File: config.mk
export PLATFORM = sky130hd
export DESIGN_NAME = shared_pool_multi_stack_core
export DESIGN_NICKNAME = d
export VERILOG_FILES = /design/src/sp_stack_pkg.sv /design/src/sp_ram.sv /design/src/sp_front.sv /design/src/sp_back.sv /design/src/shared_pool_multi_stack_core.sv
export SDC_FILE = /design/constraint.sdc
export NUM_CORES = 2
export LEC_CHECK = 0
export ABC_AREA = 1
export CAP_MARGIN = 20
export CORE_UTILIZATION = 40
export CTS_CLUSTER_DIAMETER = 120
export DETAILED_ROUTE_END_ITERATION = 6
export DONT_BUFFER_PORTS = 1
export PLACE_DENSITY_LB_ADDON = 0.3
export SETUP_SLACK_MARGIN = 0.2
export SKIP_CTS_REPAIR_TIMING = 1
export SYNTH_ARGS = -nofsm -noshare
export SYNTH_HDL_FRONTEND = slang
export SYNTH_HIERARCHICAL = 1
export SYNTH_SLANG_ARGS = --single-unit
File: constraint.sdc
create_clock -name aclk -period 12 [get_ports aclk]
set_input_delay 1.8 -clock aclk [delete_from_list [all_inputs] [get_ports aclk]]
set_output_delay 1.8 -clock aclk [all_outputs]
set_load 0.1 [all_outputs]
File: src/sp_stack_pkg.sv
// ============================================================================
// sp_stack_pkg: shared definitions for the shared-pool multi-stack core
// Pool and stack sizes, field widths, codes and the lowest-set-bit encoder.
// ============================================================================
`default_nettype none

package sp_stack_pkg;

    localparam int POOL_SLOTS  = 32;
    localparam int STACK_COUNT = 3;

    localparam int IDX_W   = $clog2(POOL_SLOTS);
    localparam int LINK_W  = $clog2(POOL_SLOTS + 1);
    localparam int STK_W   = (STACK_COUNT > 1) ? $clog2(STACK_COUNT) : 1;
    localparam int SID_W   = 2;
    localparam int VALUE_W = 32;
    localparam int CMD_W   = 1;
    localparam int USER_IN_W  = CMD_W + SID_W;
    localparam int STATUS_W   = 2;
    localparam int QUEUE_DEPTH = 2;

    localparam logic [LINK_W-1:0] NULL_CODE = LINK_W'(POOL_SLOTS);

    localparam logic [CMD_W-1:0] CMD_PUSH = 1'b0;
    localparam logic [CMD_W-1:0] CMD_POP  = 1'b1;

    typedef enum logic [STATUS_W-1:0] {
        STATUS_OK    = 2'd0,
        STATUS_EMPTY = 2'd1,
        STATUS_FULL  = 2'd2
    } status_t;

    typedef enum logic [1:0] {
        KIND_IGNORE = 2'd0,
        KIND_PUSH   = 2'd1,
        KIND_POP    = 2'd2
    } kind_t;

    typedef struct packed {
        kind_t                     kind;
        logic [STK_W-1:0]          stk;
        logic signed [VALUE_W-1:0] value;
    } item_t;

    typedef struct packed {
        logic             found;
        logic [IDX_W-1:0] idx;
    } enc_t;

    function automatic enc_t lowest_set(input logic [POOL_SLOTS-1:0] vec);
        enc_t r;
        r.found = 1'b0;
        r.idx   = '0;
        for (int i = POOL_SLOTS - 1; i >= 0; i--) begin
            if (vec[i]) begin
                r.found = 1'b1;
                r.idx   = IDX_W'(i);
            end
        end
        return r;
    endfunction

endpackage

`default_nettype wire

File: src/sp_ram.sv
// ============================================================================
// sp_ram: generic single-write, single-read RAM
// One write port, one read port with registered read data.
// ============================================================================
`default_nettype none

module sp_ram #(
    parameter int WIDTH = 32,
    parameter int DEPTH = 32
) (
    input  wire logic                     aclk,
    input  wire logic                     wr_en,
    input  wire logic [$clog2(DEPTH)-1:0] wr_addr,
    input  wire logic [WIDTH-1:0]         wr_data,
    input  wire logic [$clog2(DEPTH)-1:0] rd_addr,
    output logic      [WIDTH-1:0]         rd_data
);

    logic [WIDTH-1:0] mem [DEPTH];

    always_ff @(posedge aclk) begin
        if (wr_en) begin
            mem[wr_addr] <= wr_data;
        end
        rd_data <= mem[rd_addr];
    end

endmodule

`default_nettype wire

File: src/sp_front.sv
// ============================================================================
// sp_front: input beat acceptance, classification and work queue
// Decodes each beat into push, pop or ignore and holds it in a short queue.
// ============================================================================
`default_nettype none

module sp_front (
    input  wire logic                                 aclk,
    input  wire logic                                 aresetn,
    input  wire logic                                 s_tvalid,
    output logic                                      s_tready,
    input  wire logic        [sp_stack_pkg::VALUE_W-1:0]   s_tdata,
    input  wire logic        [sp_stack_pkg::USER_IN_W-1:0] s_tuser,
    output logic                                      q_valid,
    output sp_stack_pkg::item_t                       q_item,
    input  wire logic                                 q_pop
);

    localparam int PTR_W = $clog2(sp_stack_pkg::QUEUE_DEPTH);
    localparam int CNT_W = $clog2(sp_stack_pkg::QUEUE_DEPTH + 1);

    sp_stack_pkg::item_t             slot_reg [sp_stack_pkg::QUEUE_DEPTH];
    logic [PTR_W-1:0]                wr_ptr_reg, wr_ptr_next;
    logic [PTR_W-1:0]                rd_ptr_reg, rd_ptr_next;
    logic [CNT_W-1:0]                count_reg, count_next;
    sp_stack_pkg::item_t             in_item;
    logic [sp_stack_pkg::CMD_W-1:0]  cmd;
    logic [sp_stack_pkg::SID_W-1:0]  sid;
    logic                            push_beat;
    logic                            pop_beat;

    assign cmd = s_tuser[sp_stack_pkg::CMD_W-1:0];
    assign sid = s_tuser[sp_stack_pkg::USER_IN_W-1:sp_stack_pkg::CMD_W];

    // classify
    always_comb begin
        in_item.value = s_tdata;
        in_item.stk   = sp_stack_pkg::STK_W'(sid);
        if (int'(sid) >= sp_stack_pkg::STACK_COUNT) begin
            in_item.kind = sp_stack_pkg::KIND_IGNORE;
        end else if (cmd == sp_stack_pkg::CMD_POP) begin
            in_item.kind = sp_stack_pkg::KIND_POP;
        end else begin
            in_item.kind = sp_stack_pkg::KIND_PUSH;
        end
    end

    assign s_tready  = (count_reg != CNT_W'(sp_stack_pkg::QUEUE_DEPTH));
    assign push_beat = s_tvalid && s_tready;
    assign q_valid   = (count_reg != '0);
    assign pop_beat  = q_pop && q_valid;
    assign q_item    = slot_reg[rd_ptr_reg];

    always_comb begin
        wr_ptr_next = wr_ptr_reg;
        rd_ptr_next = rd_ptr_reg;
        count_next  = count_reg;
        if (push_beat) begin
            wr_ptr_next = (int'(wr_ptr_reg) == sp_stack_pkg::QUEUE_DEPTH - 1) ?
                          '0 : wr_ptr_reg + PTR_W'(1);
        end
        if (pop_beat) begin
            rd_ptr_next = (int'(rd_ptr_reg) == sp_stack_pkg::QUEUE_DEPTH - 1) ?
                          '0 : rd_ptr_reg + PTR_W'(1);
        end
        if (push_beat && !pop_beat) begin
            count_next = count_reg + CNT_W'(1);
        end else if (pop_beat && !push_beat) begin
            count_next = count_reg - CNT_W'(1);
        end
    end

    always_ff @(posedge aclk) begin
        if (!aresetn) begin
            wr_ptr_reg <= '0;
            rd_ptr_reg <= '0;
            count_reg  <= '0;
        end else begin
            wr_ptr_reg <= wr_ptr_next;
            rd_ptr_reg <= rd_ptr_next;
            count_reg  <= count_next;
        end
    end

    always_ff @(posedge aclk) begin
        if (push_beat) begin
            slot_reg[wr_ptr_reg] <= in_item;
        end
    end

endmodule

`default_nettype wire

File: src/sp_back.sv
// ============================================================================
// sp_back: stack execution unit
// Holds tops, links and the occupancy map, reads slot values from RAM,
// carries out one push or pop and registers the result beat.
// ============================================================================
`default_nettype none

module sp_back (
    input  wire logic                                  aclk,
    input  wire logic                                  aresetn,
    input  wire logic                                  q_valid,
    input  wire sp_stack_pkg::item_t                   q_item,
    output logic                                       q_pop,
    output logic                                       m_tvalid,
    input  wire logic                                  m_tready,
    output logic        [sp_stack_pkg::VALUE_W-1:0]    m_tdata,
    output logic        [sp_stack_pkg::STATUS_W-1:0]   m_tuser
);

    typedef enum logic [1:0] {
        ST_IDLE = 2'b01,
        ST_EXEC = 2'b10
    } state_t;

    localparam int IW = sp_stack_pkg::IDX_W;
    localparam int LW = sp_stack_pkg::LINK_W;
    localparam int NS = sp_stack_pkg::POOL_SLOTS;

    state_t                            state_reg, state_next;
    sp_stack_pkg::item_t               cur_reg, cur_next;
    logic [LW-1:0]                     tops_reg  [sp_stack_pkg::STACK_COUNT];
    logic [LW-1:0]                     tops_next [sp_stack_pkg::STACK_COUNT];
    logic [LW-1:0]                     links_reg  [NS];
    logic [LW-1:0]                     links_next [NS];
    logic [NS-1:0]                     used_reg, used_next;
    logic                              out_valid_reg, out_valid_next;
    logic [sp_stack_pkg::VALUE_W-1:0]  out_data_reg, out_data_next;
    sp_stack_pkg::status_t             out_status_reg, out_status_next;

    logic                              out_free;
    logic [IW-1:0]                     head_idx;
    logic [LW-1:0]                     top;
    logic                              top_ok;
    logic [IW-1:0]                     top_idx;
    logic [NS-1:0]                     match_vec;
    sp_stack_pkg::enc_t                free_enc;
    sp_stack_pkg::enc_t                pred_enc;
    logic                              ram_we;
    logic [sp_stack_pkg::VALUE_W-1:0]  ram_rdata;

    assign out_free = !out_valid_reg || m_tready;
    assign head_idx = tops_reg[q_item.stk][IW-1:0];
    assign top      = tops_reg[cur_reg.stk];
    assign top_ok   = (top != sp_stack_pkg::NULL_CODE);
    assign top_idx  = top[IW-1:0];

    always_comb begin
        for (int s = 0; s < NS; s++) begin
            match_vec[s] = (links_reg[s] == top);
        end
    end

    assign free_enc = sp_stack_pkg::lowest_set(~used_reg);
    assign pred_enc = sp_stack_pkg::lowest_set(match_vec);

    assign ram_we = (state_reg == ST_EXEC) && (cur_reg.kind == sp_stack_pkg::KIND_PUSH)
                    && free_enc.found;

    sp_ram #(
        .WIDTH (sp_stack_pkg::VALUE_W),
        .DEPTH (NS)
    ) u_values (
        .aclk    (aclk),
        .wr_en   (ram_we),
        .wr_addr (free_enc.idx),
        .wr_data (cur_reg.value),
        .rd_addr (head_idx),
        .rd_data (ram_rdata)
    );

    always_comb begin
        state_next      = state_reg;
        cur_next        = cur_reg;
        tops_next       = tops_reg;
        links_next      = links_reg;
        used_next       = used_reg;
        out_valid_next  = out_valid_reg;
        out_data_next   = out_data_reg;
        out_status_next = out_status_reg;
        q_pop           = 1'b0;

        if (out_valid_reg && m_tready) begin
            out_valid_next = 1'b0;
        end

        case (state_reg)
            ST_IDLE: begin
                if (q_valid && out_free) begin
                    q_pop      = 1'b1;
                    cur_next   = q_item;
                    state_next = ST_EXEC;
                end
            end
            ST_EXEC: begin
                out_valid_next  = 1'b1;
                out_data_next   = '0;
                out_status_next = sp_stack_pkg::STATUS_OK;
                state_next      = ST_IDLE;
                case (cur_reg.kind)
                    sp_stack_pkg::KIND_PUSH: begin
                        if (!free_enc.found) begin
                            out_status_next = sp_stack_pkg::STATUS_FULL;
                        end else begin
                            links_next[free_enc.idx] = sp_stack_pkg::NULL_CODE;
                            if (top_ok) begin
                                links_next[top_idx] = LW'(free_enc.idx);
                            end
                            tops_next[cur_reg.stk] = LW'(free_enc.idx);
                            used_next[free_enc.idx] = 1'b1;
                        end
                    end
                    sp_stack_pkg::KIND_POP: begin
                        if (!top_ok) begin
                            out_status_next = sp_stack_pkg::STATUS_EMPTY;
                        end else begin
                            out_data_next = ram_rdata;
                            if (pred_enc.found) begin
                                tops_next[cur_reg.stk]   = LW'(pred_enc.idx);
                                links_next[pred_enc.idx] = sp_stack_pkg::NULL_CODE;
                            end else begin
                                tops_next[cur_reg.stk] = sp_stack_pkg::NULL_CODE;
                            end
                            links_next[top_idx] = sp_stack_pkg::NULL_CODE;
                            used_next[top_idx]  = 1'b0;
                        end
                    end
                    default: begin
                        out_status_next = sp_stack_pkg::STATUS_OK;
                    end
                endcase
            end
            default: begin
                state_next = ST_IDLE;
            end
        endcase
    end

    always_ff @(posedge aclk) begin
        if (!aresetn) begin
            state_reg     <= ST_IDLE;
            used_reg      <= '0;
            out_valid_reg <= 1'b0;
            for (int i = 0; i < sp_stack_pkg::STACK_COUNT; i++) begin
                tops_reg[i] <= sp_stack_pkg::NULL_CODE;
            end
            for (int s = 0; s < NS; s++) begin
                links_reg[s] <= sp_stack_pkg::NULL_CODE;
            end
        end else begin
            state_reg     <= state_next;
            used_reg      <= used_next;
            out_valid_reg <= out_valid_next;
            tops_reg      <= tops_next;
            links_reg     <= links_next;
        end
    end

    always_ff @(posedge aclk) begin
        cur_reg        <= cur_next;
        out_data_reg   <= out_data_next;
        out_status_reg <= out_status_next;
    end

    assign m_tvalid = out_valid_reg;
    assign m_tdata  = out_data_reg;
    assign m_tuser  = out_status_reg;

endmodule

`default_nettype wire

File: src/shared_pool_multi_stack_core.sv
// ============================================================================
// shared_pool_multi_stack_core: several LIFO stacks in one shared slot pool
// Top level joining the input queue front end and the stack execution unit.
// ============================================================================
// Each input beat is a push or a pop on one of the stacks and gives exactly
// one result beat: the popped value (zero otherwise) and a status of ok, pop
// of an empty stack, or push with the pool full. Beats to a stack id beyond
// the configured count return ok with no state change. The front end queues
// up to two beats, so input stays open while the execution unit works or a
// result waits. For each beat the execution unit first issues, in its idle
// state, the slot value RAM read at the stack's top; its exec state then
// picks the lowest free slot and the predecessor link in parallel and commits
// the update. Results leave through a single output register.
`default_nettype none

module shared_pool_multi_stack_core (
    input  wire logic                                 aclk,
    input  wire logic                                 aresetn,
    input  wire logic                                 s_tvalid,
    output logic                                      s_tready,
    // push_value
    input  wire logic [sp_stack_pkg::VALUE_W-1:0]     s_tdata,
    // command, stack_id
    input  wire logic [sp_stack_pkg::USER_IN_W-1:0]   s_tuser,
    output logic                                      m_tvalid,
    input  wire logic                                 m_tready,
    // pop_value
    output logic      [sp_stack_pkg::VALUE_W-1:0]     m_tdata,
    // status
    output logic      [sp_stack_pkg::STATUS_W-1:0]    m_tuser
);

    logic                 q_valid;
    logic                 q_pop;
    sp_stack_pkg::item_t  q_item;

    sp_front u_front (
        .aclk     (aclk),
        .aresetn  (aresetn),
        .s_tvalid (s_tvalid),
        .s_tready (s_tready),
        .s_tdata  (s_tdata),
        .s_tuser  (s_tuser),
        .q_valid  (q_valid),
        .q_item   (q_item),
        .q_pop    (q_pop)
    );

    sp_back u_back (
        .aclk     (aclk),
        .aresetn  (aresetn),
        .q_valid  (q_valid),
        .q_item   (q_item),
        .q_pop    (q_pop),
        .m_tvalid (m_tvalid),
        .m_tready (m_tready),
        .m_tdata  (m_tdata),
        .m_tuser  (m_tuser)
    );

endmodule

`default_nettype wire
==> results.md <==
- Clock root buffer: clkbuf_16
- Final setup vio count: 0
- R2R Setup Slk: 5800 ps
- Residual DRC count: 0
- Critical path endpoint category: flip-flop
- Clk_lat worst skew: approximately 810 ps
- Nets@finish: 6,737
- Power Dens Cells: about 210 mW/mm^2
- Max frequency: 161 MHz
- Total power draw: 15.2 mW
- Clock Path Buffers: 3
- Post-DP HPWL: 105 mm
- DRT antenna net count: 0
- Full die area: 0.167 sq mm
- Synthesized flop and latch total: 1,448
- Crit path time final: a little over 6000 ps
- Maximum VDD drop: ~0.00019 V
- Clk slew on worst S/H paths: 60 ps
- Final Hold Fails: 0
- YS warnings: 6
- Io pins: between 70 and 80
- Drt via density: 5.57
- Top cell type's share of synthesized area: 53.0%
- Cell variety after synth: 49
- First-pass GRT wire length: 294 mm
- Antenna violations before repair: 2
- TritonCTS clock tree: done
- Die H: 408 microns
- Post-synth ARST share: 0%
- Setup WS post-layout: 5800 ps
- Most frequent cells in the layout: nand2_1 (2,077), edfxtp_1 (1,166), nand3_1 (955), a21oi_1 (489), o21ai_0 (372)
- Part of the power in combinational logic: 25.0%
- CTS Buf Count: 153
- Relative slew slack: 23.7%
- Commonest non-fill, non-tap cell in the layout: nand2_1
- Die X: ~400 microns
- Max reg flops: 1,024
- Initial core utilization: 40.5%
- GRT overflow: 0
- CP Class: reg2reg
- Synthesized instance count: 6,861
- Std cell rows: 148
- DRT iter0 DRCs: 5,799
- P&R area growth vs syn: 9.44%
- FILL cells: roughly 15,000
- Pint: 9.72 mW
- CTS Sinks: approximately 1,400
- CTS H-tree depth: 4
- Routability cong.: 0.891
- Synth area leaders: edfxtp_1 (53%), nand2_1 (12%), dfxtp_1 (8.5%)
- Critical-path cell list: inv_2 > nand3_1 > nand3_4 > inv_2 > nand2_1 > a21oi_1 > nand4_1 > nand2_1 > a31oi_1 > o21bai_1 > a31oi_1 > o21bai_1 > a31oi_1 > o21bai_1 > nand2_1 > nand2_1 > nand2_2 > inv_1 > buf_4 > nand4_1 > nand2_1 > a21oi_1
- Worst path slowest cell: inv_2
- Fin crit share: 51.7%
- CP peak stage delay: approximately 730 ps
- Post-Route WL: roughly 200 mm
- Core area: 0.163 sq mm
- CP required: roughly 13,000 ps
- Worst Hold Class: reg2reg
- IO Port Bufs: 0
- CP max FO: 35
- Clock network fraction of design power: 30.1%
- Hold_ws: 504 ps
- Pin count of the biggest net entering global routing: between 200 and 250
- Fraction of layout cells with a size suffix above 1: just over 6%
- Setup WS pre-CTS: 6050 ps
- Clock skew: 35.5 ps
- Overall Global Routing Usage: roughly 23%
- First-pass iteration count of the detailed router: 6
- Sw Pwr: 5.46 mW
- Cell taking the most area after synthesis: edfxtp_1
- DR vias: 50,100
- Status: finished, final reports clean
- Top cell by count, worst path: nand2_1
- Critical path launch point type: flip-flop
- Mean Syn Cell Area: 9.63 sq um
- Reg power frac: 44.8%
- Commonest register cell after synthesis: edfxtp_1
- Final TNS setup: 0 ps
- Worst-Margin Slew: between 1000 and 1500 ps
- RSZ-0062 raised after global routing: false
- Leakage: 26.0 nW
- Synth Cell Area: 0.0661 sq mm
- Max-Cap Viols: 0
- CP arrival: 6860 ps
- Vias in the first global route: 46,200
- EDFF count, synth: 1,166
- Post-synth net total: 6,903
- Detailed-route wire length per cell: 21.9 microns
- Seq/Total Area, Yosys: 61.5%
- Max-slew violation count: 0
- Sw frac: 36.0%
[path summary, 6_finish.rpt]
check,start,to,cells past startpoint
max,u_back/cur_reg[32],u_back/links_reg[73],22
min,u_front/rd_ptr_reg,u_front/rd_ptr_reg,2
max reg2reg,u_back/cur_reg[32],u_back/links_reg[73],22
min reg2reg,u_front/rd_ptr_reg,u_front/rd_ptr_reg,2
[cell type report]
cell class | count | area, sq um | area share [%]
Clock buffer | 204 | 4090 | 5.66
Inverter | 343 | 1330 | 1.84
Sequential cell | 1448 | 40700 | 56.2
Clock inverter | 73 | 697 | 0.964
Multi-Input combinational cell | 4665 | 22100 | 30.5
Timing Repair Buffer | 84 | 733 | 1.01
Antenna cell | 2 | 5.00 | 0.00692
Tap cell | 2175 | 2720 | 3.76
[Yosys cell counts (24+ instances only)]
cell type  instances
edfxtp_1        1166
a21oi_1          490
inv_1            326
mux2_4            30
nand2_1         2081
xor2_1           126
buf_6             74
nor3_1            47
nand4_1           48
o21ai_0          373
buf_2             94
clkbuf_1         172
nand3_1          957
a211oi_1          37
nor2_1           377
dfxtp_1          282
buf_1             24
buf_4             34
[stage by stage]
| step | utilization [%] | instances | cell area, sq um |
|---|---|---|---|
| finish | 44.3 | 8994 | 72300 |
| global route | 44.3 | 8992 | 72300 |
| CTS | 44.2 | 8990 | 72300 |
| detailed placement | 41.3 | 8713 | 67500 |
| global placement | 41.3 | 8713 | 67500 |
| floorplan | - | 6861 | 66100 |
[routing by layer]
layer	track usage, %	vias up	routed length [microns]	share of wire, %
met5	0.172	-	0	0
met4	7.04	0	5610	2.8
met3	4.10	387	16800	8.5
met2	36.4	2267	90600	46
met1	32.0	24300	84300	43
li1	-	23100	-	-
[cell families (layout without fill, tap and decap cells)]
kind of cell	after synthesis	count (layout)	share of synthesized area, %
AND/OR/NAND/NOR	3554	3554	22.9
flip-flops	1448	1448	61.5
AO/OA/AOI/OAI	942	942	7.43
buffers and inverters	748	704	5.63
XOR/XNOR	130	130	1.72
multiplexers	36	36	0.784
adder cells (fa/ha/maj)	3	3	0.0568
other	0	2	0
[worst max-delay path: cells and delay by family, from the launching register on]
kind	cells	cell delay, ps
buf+inv	4	2010
flops	1	650
compound gates	8	1070
simple gates	10	2300
[power by group through the flow]
stage / Combinational, mW / Clock [mW] / Sequential (mW)
2_1_floorplan: 2.69 / 0 / 6.67
3_3_place_gp: 3.70 / 0 / 6.90
3_5_place_dp: 3.71 / 0 / 6.93
4_1_cts: 3.72 / 4.65 / 6.82
5_1_grt: 4.12 / 4.83 / 6.88
6_report: 3.80 / 4.57 / 6.81
(Power assumes the default switching activity.)
